==> src/rtl/msri_pkg.sv <==
package msri_pkg;

  localparam int unsigned SpdW   = 16;  // signed speeds
  localparam int unsigned PosW   = 32;  // signed position
  localparam int unsigned MaxW   = 15;  // max speed register
  localparam int unsigned AccW   = 16;  // acceleration register
  localparam int unsigned MsW    = 5;   // per-tick step scale, 1..25
  localparam int unsigned DivNW  = 34;  // divider dividend / quotient width
  localparam int unsigned DivDW  = 22;  // divider divisor / remainder width
  localparam int unsigned DivCW  = 6;   // divider iteration counter
  localparam int unsigned StepNW = 21;  // step numerator width
  localparam int unsigned DiffW  = 17;  // exact speed difference

  localparam logic [MsW-1:0]    StepCap     = 5'd25;
  localparam logic [AccW-1:0]   AccSatLimit = 16'd5000;    // 25 * 200
  localparam logic [12:0]       AccRecip    = 13'd5243;    // ~2^20 / 200
  localparam logic [32:0]       PosJumpMax  = 33'd1000000;
  localparam logic [MaxW-1:0]   MaxSpeedRst = 15'd100;
  localparam logic [AccW-1:0]   AccelRst    = 16'd1;

  typedef enum logic [2:0] {
    CMD_TICK    = 3'd0,
    CMD_SET_SPD = 3'd1,
    CMD_SET_POS = 3'd2,
    CMD_STOP    = 3'd3,
    CMD_ESTOP   = 3'd4,
    CMD_RAISE   = 3'd5,
    CMD_CLEAR   = 3'd6
  } cmd_e;

  typedef enum logic {
    REG_MAX_SPEED  = 1'b0,
    REG_ACCEL_RATE = 1'b1
  } reg_idx_e;

  typedef enum logic [2:0] {
    ST_IDLE,
    ST_EXEC,
    ST_DIV,
    ST_STEP,
    ST_PMUL,
    ST_PADD,
    ST_FIN
  } state_e;

  typedef enum logic {
    PH_STEP = 1'b0,
    PH_POS  = 1'b1
  } phase_e;

endpackage

==> src/rtl/motor_speed_ramp_integrator_unit.sv <==
// Channel   | Dir | Handshake               | Payload, lowest bit first
// ----------+-----+-------------------------+--------------------------------------------
// s_axis    | in  | s_axis_tvalid/tready    | tuser: cmd[2:0]
//           |     |                         | tdata: speed_value[15:0], position_value[47:16]
// m_axis    | out | m_axis_tvalid/tready    | tdata: accepted[0], speed_now[16:1],
//           |     |                         | position_now[48:17], moving_flag[49],
//           |     |                         | error_flag[50], zero fill [55:51]
// cfg       | in  | cfg_we_i                | cfg_idx_i, cfg_data_i[15:0]
//
// Every command other than an active tick passes through the execute and final states.
// An active tick runs one shared restoring divider that produces one
// quotient bit per cycle, 21 bits for the speed step and 34 bits for the position increment.
// rst_ni clears all motor state and loads max_speed = 100 and accel_rate = 1.
// s_axis_tready is high only in the idle state; a result waiting in the output
// register that is not taken holds the sequencer in its final state, and so blocks the next beat.
module motor_speed_ramp_integrator_unit
  import msri_pkg::*;
(
  input  logic        clk_i,
  input  logic        rst_ni,
  input  logic        s_axis_tvalid,
  output logic        s_axis_tready,
  input  logic [47:0] s_axis_tdata,   // speed_value[15:0], position_value[47:16]
  input  logic [2:0]  s_axis_tuser,   // cmd[2:0]
  output logic        m_axis_tvalid,
  input  logic        m_axis_tready,
  output logic [55:0] m_axis_tdata,   // accepted, speed_now, position_now, moving, error
  input  logic        cfg_we_i,
  input  logic        cfg_idx_i,
  input  logic [15:0] cfg_data_i
);

  // Configuration registers.
  logic [MaxW-1:0] max_speed_q;
  logic [AccW-1:0] accel_q;

  // Motor state.
  logic signed [SpdW-1:0] target_q, target_d;
  logic signed [SpdW-1:0] current_q, current_d;
  logic [PosW-1:0]        pos_q, pos_d;
  logic                   moving_q, moving_d;
  logic                   fault_q, fault_d;

  // Sequencer and latched command.
  state_e                 state_q, state_d;
  phase_e                 phase_q, phase_d;
  cmd_e                   cmd_q, cmd_d;
  logic signed [SpdW-1:0] sv_q, sv_d;
  logic signed [PosW-1:0] pv_q, pv_d;
  logic [MsW-1:0]         ms_q, ms_d;
  logic                   ok_q, ok_d;

  // Shared divider.
  logic [DivNW-1:0] quo_q, quo_d;
  logic [DivDW-1:0] rem_q, rem_d;
  logic [DivDW-1:0] dvs_q, dvs_d;
  logic [DivCW-1:0] cnt_q, cnt_d;

  // Output register.
  logic        out_valid_q, out_valid_d;
  logic [55:0] out_data_q, out_data_d;

  logic s_fire, out_free;

  assign s_fire   = s_axis_tvalid && s_axis_tready;
  assign out_free = !out_valid_q || m_axis_tready;

  // Effective divisor: a zero max speed acts as one in the curves.
  logic [MaxW-1:0] meff;
  assign meff = (max_speed_q == '0) ? MaxW'(1) : max_speed_q;

  // Step scale from the acceleration setting. Below the saturation point the
  // reciprocal product is exact; at or above it the scale is capped.
  logic [25:0]    acc_prod;
  logic [MsW-1:0] acc_quo, ms_calc;
  assign acc_prod = accel_q[12:0] * AccRecip;
  assign acc_quo  = acc_prod[24:20];
  always_comb begin
    if (accel_q >= AccSatLimit) begin
      ms_calc = StepCap;
    end else if (acc_quo == '0) begin
      ms_calc = MsW'(1);
    end else begin
      ms_calc = acc_quo;
    end
  end

  // Speed difference, its magnitude and the clamped difference.
  logic signed [DiffW-1:0] diff;
  logic [DiffW-1:0]        dabs;
  logic [MaxW-1:0]         dmin;
  logic [MsW-1:0]          step_hi;
  logic [StepNW-1:0]       step_num;
  assign diff     = DiffW'(target_q) - DiffW'(current_q);
  assign dabs     = diff[DiffW-1] ? DiffW'(-diff) : DiffW'(diff);
  assign dmin     = (dabs < DiffW'(meff)) ? dabs[MaxW-1:0] : meff;
  assign step_hi  = (dabs < DiffW'(StepCap)) ? dabs[MsW-1:0] : StepCap;
  assign step_num = StepNW'(ms_q * ({1'b0, meff} + {1'b0, dmin}));

  // Step from the divider's quotient, clamped to 1 .. min(d, 25).
  logic [StepNW-1:0] step_quo;
  logic [MsW-1:0]    step;
  assign step_quo = quo_q[StepNW-1:0];
  always_comb begin
    if (step_quo == '0) begin
      step = MsW'(1);
    end else if (step_quo > StepNW'(step_hi)) begin
      step = step_hi;
    end else begin
      step = step_quo[MsW-1:0];
    end
  end

  // Position increment numerator |s| * (7M + 3|s|) and divisor 100M.
  logic [SpdW-1:0]  sabs;
  logic [19:0]      pcoef;
  logic [35:0]      pprod;
  logic [DivDW-1:0] hundred_m;
  assign sabs      = current_q[SpdW-1] ? SpdW'(-current_q) : SpdW'(current_q);
  assign pcoef     = ({5'b0, meff} << 3) - {5'b0, meff} + ({4'b0, sabs} << 1) + {4'b0, sabs};
  assign pprod     = sabs * pcoef;
  assign hundred_m = meff * 7'd100;

  // One restoring step of the shared divider.
  logic [DivDW+1:0] trial;
  assign trial = {1'b0, rem_q, quo_q[DivNW-1]} - {2'b0, dvs_q};

  // Checks for the set commands.
  logic [SpdW:0]         sv_abs;
  logic signed [32:0]    pdiff;
  logic [32:0]           pdiff_abs;
  assign sv_abs    = sv_q[SpdW-1] ? (SpdW+1)'(-sv_q) : (SpdW+1)'(sv_q);
  assign pdiff     = 33'(pv_q) - 33'($signed(pos_q));
  assign pdiff_abs = pdiff[32] ? 33'(-pdiff) : 33'(pdiff);

  // Next state.
  always_comb begin
    state_d = state_q;
    case (state_q)
      ST_IDLE: begin
        if (s_fire) state_d = ST_EXEC;
      end
      ST_EXEC: begin
        if (cmd_q == CMD_TICK && moving_q && !fault_q) begin
          state_d = (diff != '0) ? ST_DIV : ST_PMUL;
        end else begin
          state_d = ST_FIN;
        end
      end
      ST_DIV: begin
        if (cnt_q == DivCW'(1)) begin
          state_d = (phase_q == PH_STEP) ? ST_STEP : ST_PADD;
        end
      end
      ST_STEP: state_d = ST_PMUL;
      ST_PMUL: state_d = (current_q != '0) ? ST_DIV : ST_FIN;
      ST_PADD: state_d = ST_FIN;
      ST_FIN: begin
        if (out_free) state_d = ST_IDLE;
      end
      default: state_d = ST_IDLE;
    endcase
  end

  // Datapath and outputs.
  always_comb begin
    target_d    = target_q;
    current_d   = current_q;
    pos_d       = pos_q;
    moving_d    = moving_q;
    fault_d     = fault_q;
    phase_d     = phase_q;
    cmd_d       = cmd_q;
    sv_d        = sv_q;
    pv_d        = pv_q;
    ms_d        = ms_q;
    ok_d        = ok_q;
    quo_d       = quo_q;
    rem_d       = rem_q;
    dvs_d       = dvs_q;
    cnt_d       = cnt_q;
    out_data_d  = out_data_q;
    out_valid_d = out_valid_q && !m_axis_tready;

    s_axis_tready = (state_q == ST_IDLE);

    case (state_q)
      ST_IDLE: begin
        if (s_fire) begin
          cmd_d = cmd_e'(s_axis_tuser);
          sv_d  = s_axis_tdata[15:0];
          pv_d  = s_axis_tdata[47:16];
          ms_d  = ms_calc;
          ok_d  = 1'b0;
        end
      end
      ST_EXEC: begin
        case (cmd_q)
          CMD_TICK: begin
            if (moving_q && !fault_q) begin
              ok_d    = 1'b1;
              phase_d = PH_STEP;
              quo_d   = {step_num, {(DivNW-StepNW){1'b0}}};
              rem_d   = '0;
              dvs_d   = DivDW'({meff, 1'b0});
              cnt_d   = DivCW'(StepNW);
            end
          end
          CMD_SET_SPD: begin
            if (!fault_q) begin
              if (sv_abs > (SpdW+1)'(max_speed_q)) begin
                fault_d = 1'b1;
              end else begin
                target_d = sv_q;
                moving_d = (sv_q != '0);
                ok_d     = 1'b1;
              end
            end
          end
          CMD_SET_POS: begin
            if (!fault_q) begin
              if (pdiff_abs > PosJumpMax) begin
                fault_d = 1'b1;
              end else begin
                pos_d    = pv_q;
                moving_d = 1'b1;
                ok_d     = 1'b1;
              end
            end
          end
          CMD_STOP: begin
            if (!fault_q) begin
              target_d  = '0;
              current_d = '0;
              moving_d  = 1'b0;
              ok_d      = 1'b1;
            end
          end
          CMD_ESTOP: begin
            target_d  = '0;
            current_d = '0;
            moving_d  = 1'b0;
            fault_d   = 1'b1;
            ok_d      = 1'b1;
          end
          CMD_RAISE: begin
            fault_d = 1'b1;
            ok_d    = 1'b1;
          end
          CMD_CLEAR: begin
            fault_d = 1'b0;
            ok_d    = 1'b1;
          end
          default: ok_d = 1'b0;
        endcase
      end
      ST_DIV: begin
        if (!trial[DivDW+1]) begin
          rem_d = trial[DivDW-1:0];
          quo_d = {quo_q[DivNW-2:0], 1'b1};
        end else begin
          rem_d = {rem_q[DivDW-2:0], quo_q[DivNW-1]};
          quo_d = {quo_q[DivNW-2:0], 1'b0};
        end
        cnt_d = cnt_q - DivCW'(1);
      end
      ST_STEP: begin
        if (diff[DiffW-1]) begin
          current_d = current_q - SpdW'(step);
        end else begin
          current_d = current_q + SpdW'(step);
        end
      end
      ST_PMUL: begin
        phase_d = PH_POS;
        quo_d   = pprod[DivNW-1:0];
        rem_d   = '0;
        dvs_d   = hundred_m;
        cnt_d   = DivCW'(DivNW);
      end
      ST_PADD: begin
        if (current_q[SpdW-1]) begin
          pos_d = pos_q - quo_q[PosW-1:0];
        end else begin
          pos_d = pos_q + quo_q[PosW-1:0];
        end
      end
      ST_FIN: begin
        if (out_free) begin
          out_valid_d = 1'b1;
          out_data_d  = {5'b0, fault_q, moving_q, pos_q, current_q, ok_q};
        end
      end
      default: ;
    endcase
  end

  assign m_axis_tvalid = out_valid_q;
  assign m_axis_tdata  = out_data_q;

  // Configuration writes.
  always_ff @(posedge clk_i or negedge rst_ni) begin
    if (!rst_ni) begin
      max_speed_q <= MaxSpeedRst;
      accel_q     <= AccelRst;
    end else if (cfg_we_i) begin
      case (reg_idx_e'(cfg_idx_i))
        REG_MAX_SPEED:  max_speed_q <= cfg_data_i[MaxW-1:0];
        REG_ACCEL_RATE: accel_q     <= cfg_data_i[AccW-1:0];
        default: ;
      endcase
    end
  end

  // Control and motor state.
  always_ff @(posedge clk_i or negedge rst_ni) begin
    if (!rst_ni) begin
      state_q     <= ST_IDLE;
      phase_q     <= PH_STEP;
      target_q    <= '0;
      current_q   <= '0;
      pos_q       <= '0;
      moving_q    <= 1'b0;
      fault_q     <= 1'b0;
      out_valid_q <= 1'b0;
      cnt_q       <= '0;
    end else begin
      state_q     <= state_d;
      phase_q     <= phase_d;
      target_q    <= target_d;
      current_q   <= current_d;
      pos_q       <= pos_d;
      moving_q    <= moving_d;
      fault_q     <= fault_d;
      out_valid_q <= out_valid_d;
      cnt_q       <= cnt_d;
    end
  end

  // Payload registers.
  always_ff @(posedge clk_i) begin
    cmd_q      <= cmd_d;
    sv_q       <= sv_d;
    pv_q       <= pv_d;
    ms_q       <= ms_d;
    ok_q       <= ok_d;
    quo_q      <= quo_d;
    rem_q      <= rem_d;
    dvs_q      <= dvs_d;
    out_data_q <= out_data_d;
  end

endmodule

==> config.mk <==
export PLATFORM = sky130hd
export DESIGN_NAME = motor_speed_ramp_integrator_unit
export DESIGN_NICKNAME = d
export VERILOG_FILES = /design/src/rtl/msri_pkg.sv /design/src/rtl/motor_speed_ramp_integrator_unit.sv
export SDC_FILE = /design/constraint.sdc
export NUM_CORES = 2
export LEC_CHECK = 0
export BUFFER_PORTS_ARGS = -buffer_cell sky130_fd_sc_hd__buf_2
export CAP_MARGIN = 40
export CORE_MARGIN = 8
export CORE_UTILIZATION = 40
export DETAILED_ROUTE_END_ITERATION = 8
export HOLD_SLACK_MARGIN = 0.03
export PLACE_DENSITY = 0.65
export SYNTH_ARGS = -nofsm -noshare
export SYNTH_HDL_FRONTEND = slang
export SYNTH_SLANG_ARGS = --single-unit
==> constraint.sdc <==
create_clock -name clk_i -period 34.1 [get_ports clk_i]
set_input_delay 1.705 -clock clk_i [delete_from_list [all_inputs] [get_ports clk_i]]
set_output_delay 1.705 -clock clk_i [all_outputs]
set_load 0.1 [all_outputs]
## Word level (Yosys, flattened, before mapping)

Index checks and enable logic that the tools add are counted.
Widths: inputs -> output; s select.

- Register bits: 294
- Input bits: 73
- RAM bits: 0
- ROM bits: 0
- Bits in latches: 0
- Output and inout port bits: 58
- Word-level logic and storage cells: 189
- Memories kept: 0

- Reduce and logical (&&, ||, !) cells: 41
- Multiplexer cells: 67
- Add/subtract/negate cells: 16
- Order comparisons: 6
- Shift-type cells: 0
- Multipliers: 4
- Div/mod/pow operators: 0
- Equal/unequal tests: 33
- Bitwise gates (word level): 1

Operator list:

| kind | count |
|---|---|
| $mux 32 | 4 |
| $mux 22 | 5 |
| $pmux 34 s3 | 1 |
| $mux 16 | 5 |
| $mux 34 | 2 |
| $pmux 22 s3 | 1 |
| $pmux 16 s2 | 2 |
| $pmux 32 s2 | 1 |
| $pmux 16 s3 | 1 |
| $pmux 22 s2 | 1 |
| $mul 16x20->34 | 1 |
| $mux 17 | 2 |
| $gt 33x20->1 const B | 1 |
| $mux 33 | 1 |
| $neg 33->33 | 1 |
| $sub 32x32->33 | 1 |
| $add 32x32->32 | 1 |
| $reduce_bool 16->1 | 2 |
| $sub 32x32->32 | 1 |
| $mux 15 | 2 |
| $mul 13x13->25 const B | 1 |
| $sub 23x22->24 | 1 |
| $ne 2x2->1 const B | 11 |
| $gt 21x5->1 | 1 |
| 53 further kinds | 118 |

## Logic depth before layout (Yosys ltp)

- Depth in word-level cells: 11
- Depth in mapped cells: 54
- Depth with buffers taken out: 51

## Worst setup path before layout

Ideal clock, no wire load.

- Path type: reg2reg
- From: register max_speed_q[12]
- To: register quo_q[33] (data pin)
- Data arrival time: 11.133 ns
- Required time: 33.827 ns
- Setup time: 0.273 ns
- Cell stages (with the launch flop): 53
- Slack: 22.694 ns
- Path buffers: 3
- Clock period less this slack: 11.406 ns
- Path through: dfrtp_1 > clkbuf_1 > or4_1 > or3_1 > clkbuf_1 > nand2_1 > ha_1 > a31oi_1 > o21bai_1 > a21o_1 > a21o_1 > a21o_1 > a21oi_1 > o21ai_0 > o31a_1 > o21a_1 > nor2_1 > xnor2_1 > [... 17 more ...] > inv_1 > fa_1 > inv_1 > ha_1 > a21o_1 > nand2_1 > nand2_1 > a21o_1 > a21oi_1 > o21bai_1 > a21oi_1 > o21bai_1 > nor3_1 > a21oi_1 > a221o_1 > a21oi_1 > xnor2_1 > o221ai_1

- Word-level cells in the longest chain between the ends: 9
- Elaborated cells between the ends (all ways): 13
- Classes of those cells: 4 x add/sub; 2 x mul; 1 x order compare; 5 x mux; 1 x reduce/logical

Ends and longest elaborated chain:

| element | line | RTL |
|---|---|---|
| start: declaration | motor_speed_ramp_integrator_unit.sv:34 | `logic [MaxW-1:0] max_speed_q;` |
| start signal: assignment | motor_speed_ramp_integrator_unit.sv:304 | `max_speed_q <= MaxSpeedRst;` |
| start signal: assignment | motor_speed_ramp_integrator_unit.sv:308 | `REG_MAX_SPEED: max_speed_q <= cfg_data_i[MaxW-1:0];` |
| $logic_not 15->1 | motor_speed_ramp_integrator_unit.sv:70 | `assign meff = (max_speed_q == '0) ? MaxW'(1) : max_speed_q;` |
| $mux 15 (*) | motor_speed_ramp_integrator_unit.sv:70 |  |
| branches (longest 6 deep; another with $mul 16x20->34) | n/a |  |
| $pmux 34 s3 (*) | motor_speed_ramp_integrator_unit.sv:187 | `case (state_q)` |
| via quo_d[33] | motor_speed_ramp_integrator_unit.sv:54 | `logic [DivNW-1:0] quo_q, quo_d;` |
| end signal: assignment | motor_speed_ramp_integrator_unit.sv:347 | `quo_q <= quo_d;` |
| end: declaration | motor_speed_ramp_integrator_unit.sv:54 |  |

Mark *: on every way through the listed nets, which the timed path passes. The select of a mux whose other input is x is not followed.
A chain may end at the register's enable or synchronous reset.

## Worst setup path in the final report

- From: register current_q[0]
- To: register quo_q[32] (data pin)

- Word-level cells in the longest chain between the ends: 10
- Elaborated cells between the ends (all ways): 15
- Classes of those cells: 6 x add/sub; 2 x mul; 1 x order compare; 6 x mux

Ends and longest elaborated chain:

| element | line | RTL |
|---|---|---|
| start: declaration | motor_speed_ramp_integrator_unit.sv:39 | `logic signed [SpdW-1:0] current_q, current_d;` |
| start signal: assignment | motor_speed_ramp_integrator_unit.sv:331 | `current_q <= current_d;` |
| $sub 16x16->17 | motor_speed_ramp_integrator_unit.sv:94 | `assign diff = DiffW'(target_q) - DiffW'(current_q);` |
| $neg 17->17 | motor_speed_ramp_integrator_unit.sv:95 | `assign dabs = diff[DiffW-1] ? DiffW'(-diff) : DiffW'(diff);` |
| $mux 17 | motor_speed_ramp_integrator_unit.sv:95 |  |
| $lt 17x15->1 | motor_speed_ramp_integrator_unit.sv:96 | `assign dmin = (dabs < DiffW'(meff)) ? dabs[MaxW-1:0] : meff;` |
| $mux 15 | motor_speed_ramp_integrator_unit.sv:96 |  |
| $add 15x15->16 | motor_speed_ramp_integrator_unit.sv:98 | `assign step_num = StepNW'(ms_q * ({1'b0, meff} + {1'b0, dmin}));` |
| $mul 5x16->21 | motor_speed_ramp_integrator_unit.sv:98 |  |
| $mux 34 | motor_speed_ramp_integrator_unit.sv:200 | `if (moving_q && !fault_q) begin` |
| $mux 34 | motor_speed_ramp_integrator_unit.sv:198 | `case (cmd_q)` |
| $pmux 34 s3 (*) | motor_speed_ramp_integrator_unit.sv:187 |  |
| via quo_d[32] | motor_speed_ramp_integrator_unit.sv:54 |  |

Mark *: on every way through the listed nets, which the timed path passes. The rest lies on a longest branch. The select of a mux whose other input is x is not followed.

==> metrics <==
total cell area at the placement stage=43200 sq um; number of design-rule violations left by the first detailed-router iteration=2602; Finish-stage setup viols=0; Final Util=43.9%; power density normalized to cell area=37.0 nW/um^2; aggregate global-route resource usage=20.2%; number of enable flip-flop cells after synthesis=185; remaining number of nets flagged by the antenna check after routing=0; Synthesis Warnings=0; post-CTS setup-driven buffer insertion count=0; Chip Width=336 um; number of CTS-inserted buffers=40; Initial Utilization=40.3%; unique cell type count in the Yosys netlist=100; maxcap violations=0; Port-buffer cells=125; Crit Reg-Reg Startpoint=current_q[0]$_DFFE_PN0P_; cell taking the most area after synthesis=fa_1; type of element capturing the critical path=flop; CTS tree=built; Max IR drop VDD=0.0000924 V; Chip Height=336 um; minimum setup slack after placement=21270 ps; fraction of the cycle the final worst path needs=38.2%; minimum setup slack among reg-to-reg paths=21070 ps; Yosys reg bits=293; via count normalized by instance count=5.43; max-slew headroom at the worst pin=37.7%; Worst Setup Slack, final=21070 ps; Final Hold Vio Count=0; CTS H-Tree Depth=2; post_cts resized=0; number of I/O pins=131; total standard cell area after synthesis=40900 sq um; core area=102000 sq um; crit-path max FO=24; Sinks on Clock Net=293; share of async-settable or async-resettable flops after synthesis=36.9%; worst min-delay path class=reg -> reg; Reg-to-Reg End=quo_q[32]$_DFFE_PP_; clock root buffer=clkbuf_16; Worst Min Path Start=ok_q$_SDFFCE_PN0P_; data arrival time of the critical path=13340 ps; Fill cells=10100; global-route wire length before repair=184000 um; estimated wirelength of the detail-placed design=92000 um; proportion of layout cells with a drive suffix above 1=7.31%; Routability Congestion=0.968; clk_lat worst skew=600 ps; via count of the first global-routing pass=33500; Final #Nets=5657; buffers from clock root to sink, at most=3; first-pass iteration count of the detailed router=6; predominant post-synthesis flop cell=edfxtp_1; cell row count=117; count of pins over their slew limit=0; proportion of synthesized chip area in sequential cells=20.2%; initial antenna violation count=5; slowest cell delay on critical path=830 ps; setup repair after global routing missed its margin=no; Die Footprint=113000 sq um; maximum clock frequency=76.7 MHz; library cell contributing the largest single delay on the critical path=a41o_1; depth of the worst register-to-register path=48; critical path class=reg -> reg; WP data required=34410 ps; clock-pin slew on the worst setup and hold paths=60 ps; routed vias=33200; Congestion Overflow GR=0; instance count of the mapped netlist=4645; Area Growth Syn to Fin=9.15%; Avg Synthesized Cell Area=8.80 sq um; minimum clock period=13030 ps; transition time at the pin with the least slew margin=928 ps; post-route setup TNS=0 ps; total design power=1.65 mW; pin count of the biggest net entering global routing=65; DRC=0; Setup crit start kind=flop; Hold Path Stages=0; area share of the leading cell type in the synthesized netlist=18.6%; LEAKAGE=20.5 nW; Max Clock Skew=30.3 ps; worst min-delay path endpoint=m_axis_tdata[0]$_DFFE_PP_; status=finished, final reports clean; average wire length per cell after detail routing=18.8 um; largest cells by area after synthesis=fa_1 (19%), ha_1 (15%), edfxtp_1 (14%); post-route cell area=44600 sq um; number of hold buffers added after CTS=0; routed wire length=115000 um
report_power, final:
group | switching (mW) | internal, mW
logic | 0.475 | 0.328
registers | 0.0122 | 0.382
clock network | 0.175 | 0.277
total | 0.662 | 0.987
logic make-up (layout without fill, tap and decap cells):
| kind of cell | after synthesis | count (layout) | synth area share, % |
|---|---|---|---|
| AND/OR/NAND/NOR | 1398 | 1398 | 16.3 |
| AO/OA/AOI/OAI | 911 | 911 | 14.9 |
| adder cells (fa/ha/maj) | 866 | 866 | 33.4 |
| buffers and inverters | 859 | 960 | 8.04 |
| flip-flops | 293 | 293 | 20.2 |
| XOR/XNOR | 267 | 267 | 5.74 |
| multiplexers | 50 | 50 | 1.31 |
| other | 1 | 6 | 0.00917 |
cell type report:
cell class	count	area, sq um	area share (%)
flip-flops and latches	293	8260	18.5
clock inverters	22	307	0.687
inverters	704	2640	5.92
repair buffers	183	1110	2.49
multi-input cells	3497	29500	66.1
diodes	1	2.50	0.00561
well taps	1368	1710	3.83
clock buffers	51	1100	2.47
registers in the layout, summed over array words and instances, names as in the netlist, 3 cells and up:
signal and flops:
rem_q 22, cmd_q 3, max_speed_q 15, pv_q 32
ms_q 5, dvs_q 21, target_q 16, state_q 3
sv_q 16, accel_q 16, cnt_q 6, quo_q 34
current_q 16, pos_q 32, m_axis_tdata 51
synthesized netlist by cell type (21+ instances only):
library cell / count
inv_1: 699
ha_1: 486
nand2_1: 461
fa_1: 379
nor2_1: 332
a21oi_1: 217
xnor2_1: 193
edfxtp_1: 185
o21ai_0: 181
clkbuf_1: 136
and2_1: 121
dfrtp_1: 104
nor3_1: 99
nand3_1: 97
a21o_1: 91
xor2_1: 73
nand2b_1: 53
nor2b_1: 43
a31oi_1: 42
and3_1: 40
o21a_1: 36
a211oi_1: 29
or3_1: 29
mux2_2: 27
o211ai_1: 26
a22o_1: 25
mux2i_1: 23
o21bai_1: 21
o31ai_1: 21
o41ai_1: 21
worst max-delay path: cells and delay by family, from the launching register on:
| family | cells | cell delay [ps] |
|---|---|---|
| AO/OA/AOI/OAI | 25 | 6800 |
| XOR/XNOR | 1 | 370 |
| multiplexers | 2 | 360 |
| AND/OR/NAND/NOR | 6 | 870 |
| flip-flops | 1 | 360 |
| adder cells (fa/ha/maj) | 10 | 3580 |
| buffers and inverters | 4 | 380 |
placed cells by master, fill, tap and decap left out, types with 120 or more instances in the layout:
master / n
edfxtp_1: 185
fa_1: 379
inv_1: 698
a21oi_1: 217
buf_2: 124
ha_1: 486
nor2_1: 332
o21ai_0: 180
and2_1: 120
nand2_1: 459
xnor2_1: 184
per-stage QoR:
stage                     instances  hold WS, ps
after detailed placement       6045          417
after CTS                      6118          431
final                          6119          429
after global routing           6118          435
after floorplan                4649          400
after global placement         6032          407
how the worst max path moves through the flow:
stage | start | endpoint | slack, ps | cells past startpoint
CTS | current_q[0]$_DFFE_PN0P_ | quo_q[32]$_DFFE_PP_ | 21210 | 48
global placement | current_q[0]$_DFFE_PN0P_ | quo_q[32]$_DFFE_PP_ | 21560 | 48
global route | current_q[0]$_DFFE_PN0P_ | quo_q[32]$_DFFE_PP_ | 20130 | 48
finish | current_q[0]$_DFFE_PN0P_ | quo_q[32]$_DFFE_PP_ | 21070 | 48
floorplan | max_speed_q[12]$_DFFE_PN0P_ | quo_q[33]$_DFFE_PP_ | 22690 | 52
detailed placement | current_q[0]$_DFFE_PN0P_ | quo_q[32]$_DFFE_PP_ | 21270 | 48
layer usage:
layer	vias up	GRT usage, %	share of wire, %
li1	15900	-	-
met1	16100	26.4	44
met2	1001	33.9	47
met3	220	3.34	6.6
met4	6	6.48	3.2
met5	-	0	0.030
Note: power is estimated with default switching activity, not from simulation.
